--- src/hdl/tbaf_pkg.sv ---
// shared types and constants of the trimmed block average filter
// no dependencies
package tbaf_pkg;

    localparam int BLOCK_SIZE_DEF = 10;
    localparam int CHANNELS_DEF   = 3;

    localparam int CHAN_W      = 2;
    localparam int SAMPLE_W    = 24;
    localparam int SUM_W       = 31;
    localparam int QUEUE_DEPTH = 2;

    localparam logic [CHAN_W-1:0] BATTERY_CH = 2'd2;

    // one classified word between front and back
    typedef struct packed {
        logic                       ok;
        logic [CHAN_W-1:0]          channel;
        logic signed [SAMPLE_W-1:0] sample;
        logic                       done;
        logic signed [SUM_W-1:0]    trimmed;
    } tbaf_word_t;

    typedef struct packed {
        logic full;
        logic empty;
    } tbaf_qstat_t;

endpackage

--- src/hdl/tbaf_front.sv ---
// front part: accepts words, keeps per-channel running sum, max and min
// depends on tbaf_pkg
module tbaf_front #(
    parameter int BLOCK_SIZE = tbaf_pkg::BLOCK_SIZE_DEF,
    parameter int CHANNELS   = tbaf_pkg::CHANNELS_DEF
) (
    input  logic                                 clk,
    input  logic                                 rst_n,
    input  logic                                 item_valid,
    output logic                                 item_stall,
    input  logic [tbaf_pkg::CHAN_W-1:0]          channel,
    input  logic signed [tbaf_pkg::SAMPLE_W-1:0] sample,
    input  tbaf_pkg::tbaf_qstat_t                qstat,
    output logic                                 push,
    output tbaf_pkg::tbaf_word_t                 push_word
);
    import tbaf_pkg::*;

    localparam int FILL_W = $clog2(BLOCK_SIZE);
    localparam int CH_IW  = (CHANNELS > 1) ? $clog2(CHANNELS) : 1;

    logic [FILL_W-1:0]          fill_reg [CHANNELS];
    logic signed [SUM_W-1:0]    sum_reg  [CHANNELS];
    logic signed [SAMPLE_W-1:0] max_reg  [CHANNELS];
    logic signed [SAMPLE_W-1:0] min_reg  [CHANNELS];

    logic [CH_IW-1:0]           idx;
    logic                       ok;
    logic                       first;
    logic                       done;
    logic signed [SUM_W-1:0]    s_ext;
    logic signed [SUM_W-1:0]    sum_next;
    logic signed [SAMPLE_W-1:0] max_next;
    logic signed [SAMPLE_W-1:0] min_next;
    logic signed [SUM_W-1:0]    max_ext;
    logic signed [SUM_W-1:0]    min_ext;

    assign item_stall = qstat.full;
    assign push       = item_valid && !qstat.full;

    assign idx   = channel[CH_IW-1:0];
    assign ok    = (channel < CHAN_W'(CHANNELS));
    assign first = (fill_reg[idx] == '0);
    assign done  = (fill_reg[idx] == FILL_W'(BLOCK_SIZE - 1));
    assign s_ext = {{(SUM_W-SAMPLE_W){sample[SAMPLE_W-1]}}, sample};

    always_comb
    begin
        if (first)
        begin
            sum_next = s_ext;
            max_next = sample;
            min_next = sample;
        end
        else
        begin
            sum_next = sum_reg[idx] + s_ext;
            max_next = (sample > max_reg[idx]) ? sample : max_reg[idx];
            min_next = (sample < min_reg[idx]) ? sample : min_reg[idx];
        end
    end

    assign max_ext = {{(SUM_W-SAMPLE_W){max_next[SAMPLE_W-1]}}, max_next};
    assign min_ext = {{(SUM_W-SAMPLE_W){min_next[SAMPLE_W-1]}}, min_next};

    always_comb
    begin
        push_word.ok      = ok;
        push_word.channel = channel;
        push_word.sample  = sample;
        push_word.done    = ok && done;
        push_word.trimmed = sum_next - max_ext - min_ext;
    end

    always_ff @(posedge clk or negedge rst_n)
    begin
        if (!rst_n)
        begin
            for (int i = 0; i < CHANNELS; i++)
            begin
                fill_reg[i] <= '0;
                sum_reg[i]  <= '0;
            end
        end
        else if (push && ok)
        begin
            if (done)
            begin
                fill_reg[idx] <= '0;
                sum_reg[idx]  <= '0;
            end
            else
            begin
                fill_reg[idx] <= fill_reg[idx] + 1'b1;
                sum_reg[idx]  <= sum_next;
            end
        end
    end

    // extremes are loaded by the first word of a block, no reset needed
    always_ff @(posedge clk)
    begin
        if (push && ok)
        begin
            max_reg[idx] <= max_next;
            min_reg[idx] <= min_next;
        end
    end

endmodule

--- src/hdl/tbaf_queue.sv ---
// short queue of classified words between front and back
// depends on tbaf_pkg
module tbaf_queue (
    input  logic                  clk,
    input  logic                  rst_n,
    input  logic                  push,
    input  tbaf_pkg::tbaf_word_t  push_word,
    input  logic                  pop,
    output tbaf_pkg::tbaf_word_t  pop_word,
    output tbaf_pkg::tbaf_qstat_t qstat
);
    import tbaf_pkg::*;

    localparam int PTR_W = (QUEUE_DEPTH > 1) ? $clog2(QUEUE_DEPTH) : 1;
    localparam int CNT_W = $clog2(QUEUE_DEPTH + 1);

    tbaf_word_t        slot_reg [QUEUE_DEPTH];
    logic [PTR_W-1:0]  wr_reg;
    logic [PTR_W-1:0]  rd_reg;
    logic [CNT_W-1:0]  cnt_reg;
    logic              do_push;
    logic              do_pop;

    assign qstat.full  = (cnt_reg == CNT_W'(QUEUE_DEPTH));
    assign qstat.empty = (cnt_reg == '0);
    assign do_push     = push && !qstat.full;
    assign do_pop      = pop && !qstat.empty;
    assign pop_word    = slot_reg[rd_reg];

    always_ff @(posedge clk or negedge rst_n)
    begin
        if (!rst_n)
        begin
            wr_reg  <= '0;
            rd_reg  <= '0;
            cnt_reg <= '0;
        end
        else
        begin
            if (do_push)
            begin
                wr_reg <= (wr_reg == PTR_W'(QUEUE_DEPTH - 1)) ? '0 : wr_reg + 1'b1;
            end
            if (do_pop)
            begin
                rd_reg <= (rd_reg == PTR_W'(QUEUE_DEPTH - 1)) ? '0 : rd_reg + 1'b1;
            end
            case ({do_push, do_pop})
                2'b10:   cnt_reg <= cnt_reg + 1'b1;
                2'b01:   cnt_reg <= cnt_reg - 1'b1;
                default: cnt_reg <= cnt_reg;
            endcase
        end
    end

    always_ff @(posedge clk)
    begin
        if (do_push)
        begin
            slot_reg[wr_reg] <= push_word;
        end
    end

endmodule

--- src/hdl/tbaf_back.sv ---
// back part: constant divide of the trimmed sum, held values, output register
// depends on tbaf_pkg
module tbaf_back #(
    parameter int BLOCK_SIZE = tbaf_pkg::BLOCK_SIZE_DEF,
    parameter int CHANNELS   = tbaf_pkg::CHANNELS_DEF
) (
    input  logic                                 clk,
    input  logic                                 rst_n,
    input  tbaf_pkg::tbaf_qstat_t                qstat,
    input  tbaf_pkg::tbaf_word_t                 pop_word,
    output logic                                 pop,
    output logic                                 result_valid,
    input  logic                                 result_stall,
    output logic signed [tbaf_pkg::SAMPLE_W-1:0] filtered,
    output logic                                 block_done
);
    import tbaf_pkg::*;

    localparam int DIV     = BLOCK_SIZE - 2;
    localparam int MAG_W   = SUM_W - 1;
    localparam int RECIP_W = MAG_W + 1;
    localparam int PROD_W  = MAG_W + RECIP_W;
    localparam int CH_IW   = (CHANNELS > 1) ? $clog2(CHANNELS) : 1;
    // floor(2^MAG_W / DIV): the estimate is low by at most one
    localparam logic [RECIP_W-1:0] RECIP = RECIP_W'((64'd1 << MAG_W) / DIV);

    tbaf_word_t                 a_word_reg;
    logic                       a_valid_reg;
    logic                       a_neg_reg;
    logic [MAG_W-1:0]           a_mag_reg;
    logic [PROD_W-1:0]          a_prod_reg;

    logic                       out_valid_reg;
    logic signed [SAMPLE_W-1:0] filtered_reg;
    logic                       done_reg;
    logic signed [SAMPLE_W-1:0] held_reg [CHANNELS];

    logic                       a_adv;
    logic                       load_a;
    logic                       neg;
    logic [SUM_W-1:0]           t_abs;
    logic [MAG_W-1:0]           q_est;
    logic [MAG_W-1:0]           qd;
    logic [MAG_W-1:0]           rem;
    logic [MAG_W-1:0]           q;
    logic [SAMPLE_W-1:0]        q24;
    logic signed [SAMPLE_W-1:0] avg;
    logic signed [SAMPLE_W-1:0] held_new;
    logic signed [SAMPLE_W-1:0] result;
    logic [CH_IW-1:0]           idx;

    assign a_adv  = a_valid_reg && (!out_valid_reg || !result_stall);
    assign pop    = !a_valid_reg || a_adv;
    assign load_a = pop && !qstat.empty;

    assign neg   = pop_word.trimmed[SUM_W-1];
    assign t_abs = neg ? (~pop_word.trimmed + 1'b1) : pop_word.trimmed;

    always_ff @(posedge clk or negedge rst_n)
    begin
        if (!rst_n)
        begin
            a_valid_reg <= 1'b0;
        end
        else if (pop)
        begin
            a_valid_reg <= !qstat.empty;
        end
    end

    always_ff @(posedge clk)
    begin
        if (load_a)
        begin
            a_word_reg <= pop_word;
            a_neg_reg  <= neg;
            a_mag_reg  <= t_abs[MAG_W-1:0];
            a_prod_reg <= t_abs[MAG_W-1:0] * RECIP;
        end
    end

    // one correction step after the reciprocal estimate
    always_comb
    begin
        q_est = a_prod_reg[MAG_W +: MAG_W];
        qd    = MAG_W'(q_est * MAG_W'(DIV));
        rem   = a_mag_reg - qd;
        q     = (rem >= MAG_W'(DIV)) ? q_est + 1'b1 : q_est;
        q24   = q[SAMPLE_W-1:0];
        avg   = a_neg_reg ? (~q24 + 1'b1) : q24;
    end

    assign idx      = a_word_reg.channel[CH_IW-1:0];
    assign held_new = a_word_reg.done ? avg : held_reg[idx];

    always_comb
    begin
        if (!a_word_reg.ok)
        begin
            result = '0;
        end
        else if (a_word_reg.channel == BATTERY_CH && held_new == '0)
        begin
            result = a_word_reg.sample;
        end
        else
        begin
            result = held_new;
        end
    end

    always_ff @(posedge clk or negedge rst_n)
    begin
        if (!rst_n)
        begin
            out_valid_reg <= 1'b0;
            for (int i = 0; i < CHANNELS; i++)
            begin
                held_reg[i] <= '0;
            end
        end
        else
        begin
            if (a_adv)
            begin
                out_valid_reg <= 1'b1;
                if (a_word_reg.done)
                begin
                    held_reg[idx] <= avg;
                end
            end
            else if (!result_stall)
            begin
                out_valid_reg <= 1'b0;
            end
        end
    end

    always_ff @(posedge clk)
    begin
        if (a_adv)
        begin
            filtered_reg <= result;
            done_reg     <= a_word_reg.done;
        end
    end

    assign result_valid = out_valid_reg;
    assign filtered     = filtered_reg;
    assign block_done   = done_reg;

endmodule

--- src/hdl/trimmed_block_average_filter.sv ---
// trimmed block average filter: one sample in, one filtered word out
// usage notes below; uses tbaf_pkg, tbaf_front, tbaf_queue and tbaf_back
//
// Input channel: item_valid / item_stall with channel and sample. Output
// channel: result_valid / result_stall with filtered and block_done. A word
// moves at a rising edge where valid is high and stall is low.
// Every input word gives exactly one output word, in order. Each channel
// collects BLOCK_SIZE samples; the word that completes a block carries
// block_done and the new trimmed average (sum less max and min, divided by
// BLOCK_SIZE - 2, truncated toward zero). Channel 3, or any channel not
// below CHANNELS, gives 0 and leaves all state alone. On the battery
// channel a held value of zero passes the raw sample instead.
// Words pass the queue, the divide stage and the output register; one word
// per cycle is sustained while result_stall is low, set by the running sum,
// max/min update up front and the two-stage reciprocal divide in the back.
// Reset clears block counts, sums and held values, so every channel
// outputs 0 (battery: the raw sample) until its first block completes.
// While result_stall is high the result holds; a two-entry queue and the
// divide stage absorb words until item_stall rises.
module trimmed_block_average_filter #(
    parameter int BLOCK_SIZE = tbaf_pkg::BLOCK_SIZE_DEF,
    parameter int CHANNELS   = tbaf_pkg::CHANNELS_DEF
) (
    input  logic                                 clk,
    input  logic                                 rst_n,
    input  logic                                 item_valid,
    output logic                                 item_stall,
    input  logic [tbaf_pkg::CHAN_W-1:0]          channel,
    input  logic signed [tbaf_pkg::SAMPLE_W-1:0] sample,
    output logic                                 result_valid,
    input  logic                                 result_stall,
    output logic signed [tbaf_pkg::SAMPLE_W-1:0] filtered,
    output logic                                 block_done
);
    import tbaf_pkg::*;

    tbaf_qstat_t qstat;
    tbaf_word_t  push_word;
    tbaf_word_t  pop_word;
    logic        push;
    logic        pop;

    tbaf_front #(
        .BLOCK_SIZE (BLOCK_SIZE),
        .CHANNELS   (CHANNELS)
    ) u_front (
        .clk        (clk),
        .rst_n      (rst_n),
        .item_valid (item_valid),
        .item_stall (item_stall),
        .channel    (channel),
        .sample     (sample),
        .qstat      (qstat),
        .push       (push),
        .push_word  (push_word)
    );

    tbaf_queue u_queue (
        .clk       (clk),
        .rst_n     (rst_n),
        .push      (push),
        .push_word (push_word),
        .pop       (pop),
        .pop_word  (pop_word),
        .qstat     (qstat)
    );

    tbaf_back #(
        .BLOCK_SIZE (BLOCK_SIZE),
        .CHANNELS   (CHANNELS)
    ) u_back (
        .clk          (clk),
        .rst_n        (rst_n),
        .qstat        (qstat),
        .pop_word     (pop_word),
        .pop          (pop),
        .result_valid (result_valid),
        .result_stall (result_stall),
        .filtered     (filtered),
        .block_done   (block_done)
    );

endmodule

--- config.mk ---
export PLATFORM = sky130hd
export DESIGN_NAME = trimmed_block_average_filter
export DESIGN_NICKNAME = d
export VERILOG_FILES = /design/src/hdl/tbaf_pkg.sv /design/src/hdl/tbaf_front.sv /design/src/hdl/tbaf_queue.sv /design/src/hdl/tbaf_back.sv /design/src/hdl/trimmed_block_average_filter.sv
export SDC_FILE = /design/constraint.sdc
export NUM_CORES = 1
export LEC_CHECK = 0
export ABC_AREA = 1
export BUFFER_PORTS_ARGS = -buffer_cell sky130_fd_sc_hd__buf_2
export CAP_MARGIN = 25
export CORE_UTILIZATION = 40
export CTS_CLUSTER_DIAMETER = 50
export DETAILED_ROUTE_END_ITERATION = 16
export SYNTH_ARGS = -nofsm -noshare
export SYNTH_HDL_FRONTEND = slang
export SYNTH_SLANG_ARGS = --single-unit
--- constraint.sdc ---
create_clock -name clk -period 12.1 [get_ports clk]
set_input_delay 0.605 -clock clk [delete_from_list [all_inputs] [get_ports clk]]
set_output_delay 0.605 -clock clk [all_outputs]
set_load 0.02 [all_outputs]
==> impl_metrics.env <==
export IMPL_ys_flop_type="edfxtp_1"
export IMPL_yosys_warnings=0
export IMPL_yosysTopAreaCell="edfxtp_1"
export IMPL_period_needed_ns=7.218
export IMPL_finalWorstSetupSlack_ns=4.882
export IMPL_routabilityCongestion=0.9442
export IMPL_worstHoldStart="result_stall"
export IMPL_grt_pass1_vias=21810
export IMPL_synth_top_area_share=0.3493
export IMPL_dpl_worst_slack_ns=4.057
export IMPL_grt_util_all_layers=0.2245
export IMPL_cts_buffers=57
export IMPL_rsz0062_at_grt="false"
export IMPL_io_buffers=56
export IMPL_grt_max_degree=93
export IMPL_tightest_slew_ns=0.9600
export IMPL_hold_slack_ns=0.1925
export IMPL_run_status="finished, final reports clean"
export IMPL_period_share=0.5965
export IMPL_synth_edf_count=334
export IMPL_r2r_start="u_front.min_reg[2][15]"
export IMPL_relSlewSlack=0.3533
export IMPL_grt_first_pass_wirelength_mm=127.2
export IMPL_drive_gt1_frac=0.08278
export IMPL_ys_ff_latch=517
export IMPL_drt_iter0_drc=1912
export IMPL_drt_pass1_iter_count=5
export IMPL_synthArstFlopShare=0.3540
export IMPL_die_h_um=269.9
export IMPL_clock_sinks=517
export IMPL_hold_end="u_back.result_valid"
export IMPL_die_width_um=269.9
export IMPL_design_die_area_mm2=0.07287
export IMPL_core_mm2=0.07051
export IMPL_slew_viol_final=0
export IMPL_cap_violations=0
export IMPL_clock_path_buffers=3
export IMPL_syn_inst=3247
export IMPL_setup_viol=0
export IMPL_clk_pin_slew_worst_paths_ns=0.06
export IMPL_ant_nets=0
export IMPL_area_delta_synth_final_pct=11.25
export IMPL_cp_arrival_ns=7.60
export IMPL_row_count=97
export IMPL_worstSetupStartpoint="channel[0]"
export IMPL_synth_distinct_cells=53
export IMPL_wirelength_mm=82.19
export IMPL_nets=3450
export IMPL_hold_violations=0
export IMPL_cp_max_fo=76
export IMPL_largest_reg_flops=112
export IMPL_seq_area_frac_synth=0.5087
export IMPL_cts_root_buf="clkbuf_16"
export IMPL_cts_tree="built"
export IMPL_syn_num_nets=3421
export IMPL_via_count=22570
export IMPL_clock_latency_ns=0.64
export IMPL_wl_per_cell_um=19.28
export IMPL_cp_end_kind="register"
export IMPL_antenna_found_initial=7
export IMPL_syn_avg_cell_area_um2=8.844
export IMPL_r2r_end="u_queue.slot_reg[0][20]"
export IMPL_crit_type="in -> reg"
export IMPL_htree_levels=2
export IMPL_grt_overflow_total=0
export IMPL_fin_skew_ns=0.02104
export IMPL_critical_path_startpoint_type="input pin"
export IMPL_worstPathRequired_ns=12.48
export IMPL_ff2ff_path_depth=25
export IMPL_place_hpwl_mm=58.08
export IMPL_remaining_drc_errors=0
export IMPL_synth_area_leaders="edfxtp_1 (35%), dfrtp_1 (16%), nand2_1 (12%), ha_1 (4.9%), inv_1 (4.1%)"
export IMPL_hold_depth=3
export IMPL_rrSetupSlack_ns=5.99
export IMPL_syn_area_mm2=0.02872
export IMPL_io_pins=57
export IMPL_setup_tns_ns=0
export IMPL_drt_vias_per_instance=5.295
export IMPL_min_delay_path_class="in -> reg"
export IMPL_fmax_mhz=138.5
export IMPL_initial_utilization=0.4073
==> cell families (layout without fill, tap and decap cells) <==
group / after synthesis / count (layout) / share of synthesized area
mux: 7 / 7 / 0.002527
simple gates: 1491 / 1491 / 0.2169
flops: 517 / 517 / 0.5087
fa+ha+maj: 144 / 144 / 0.07084
buf+inv: 455 / 530 / 0.06483
xor+xnor: 62 / 62 / 0.01891
other cells: 0 / 1 / 0
compound gates: 571 / 571 / 0.1172
==> synthesized netlist by cell type, types with 34 or more instances <==
cell type  number
a21oi_1       145
nand2_1       944
xor2_1         44
nand3_1       150
dfrtp_1       183
nor2_1        246
ha_1          113
a31oi_1        45
nand3b_1       34
edfxtp_1      334
o21ai_1        69
clkbuf_1       62
o21ai_0       158
inv_1         316
nand4_1        58
==> what timing repair did <==
| item | CTS | global route |
|---|---|---|
| setup endpoints to repair | 0 | 0 |
| hold buffers | 1 | 0 |
| buffers inserted | 0 | 0 |
| gates resized for setup | 0 | 0 |
| endpoints found under the hold margin | 64 | 0 |
==> worst max-delay path, stage by stage <==
cell and delay (ns):
buf_2 0.29, inv_2 0.12, nor2_4 0.64, buf_4 0.71, a22oi_1 0.12, o21ai_0 0.22
inv_1 0.11, ha_1 0.21, inv_1 0.05, nor2_1 0.07, nand2_4 0.26, buf_4 0.69
nand2_1 0.11, buf_4 0.32, nand2_1 0.12, nand2_1 0.12, fa_1 0.47, fa_1 0.46
o21ai_0 0.33, a21oi_1 0.19, o21ai_0 0.38, a21boi_0 0.22, o21ai_0 0.42, a21oi_1 0.12
nand2_1 0.08, nand2_1 0.06
==> per-layer routing <==
metal / vias up / track usage / part of all wire
met5: - / 0 / 0.00012
met3: 155 / 0.02658 / 0.063
met4: 2 / 0.09345 / 0.042
met2: 750 / 0.3623 / 0.45
li1: 11000 / - / -
met1: 10670 / 0.3056 / 0.44
==> final cells by class <==
type	count	area [um^2]
inverter	327	1227
antenna	1	2.502
clock inverter	33	381.6
sequential	517	14610
multi-input combinational	2275	12330
timing repair buffer	98	659.4
fill	6845	38570
clock buffer	72	1563
tap	940	1176
==> worst max path at each step <==
stage	endpoint	slack, ns	cells after the start
after CTS	u_queue.slot_reg[0][20]	4.71	25
after global routing	u_queue.slot_reg[0][20]	4.37	26
after detailed placement	u_queue.slot_reg[0][20]	4.06	25
after floorplan	u_queue.slot_reg[0][20]	6.15	29
final	u_queue.slot_reg[0][20]	4.88	26
after global placement	u_queue.slot_reg[0][20]	4.21	24
==> cell usage in the layout (no fill, tap or decap), types with 11 or more instances in the layout <==
master,instances
o21ai_2,16
a22oi_1,33
o22ai_1,20
nand3_1,149
nor2_1,237
xor2_1,44
buf_4,38
or2_2,22
nor2_4,11
o21ai_0,158
edfxtp_1,334
a31oi_1,45
nand3b_1,34
o21a_1,12
a21oi_1,145
clkbuf_16,57
nand2_1,943
ha_1,113
fa_1,31
dfrtp_1,182
buf_2,55
nand4_1,58
xnor2_1,18
inv_1,315
o21ai_1,68
a221oi_1,24
==> metrics by stage <==
stage | util | area [um^2] | instances
final | 0.4531 | 31950 | 4263
after detailed placement | 0.4247 | 29940 | 4154
after CTS | 0.4524 | 31900 | 4260
after global routing | 0.4530 | 31950 | 4262
after floorplan | - | 28720 | 3247
after global placement | 0.4243 | 29920 | 4153
Power is left out: the tool's default activity adds up to more than one toggle a clock period on the data nets, which glitch-free logic cannot reach.
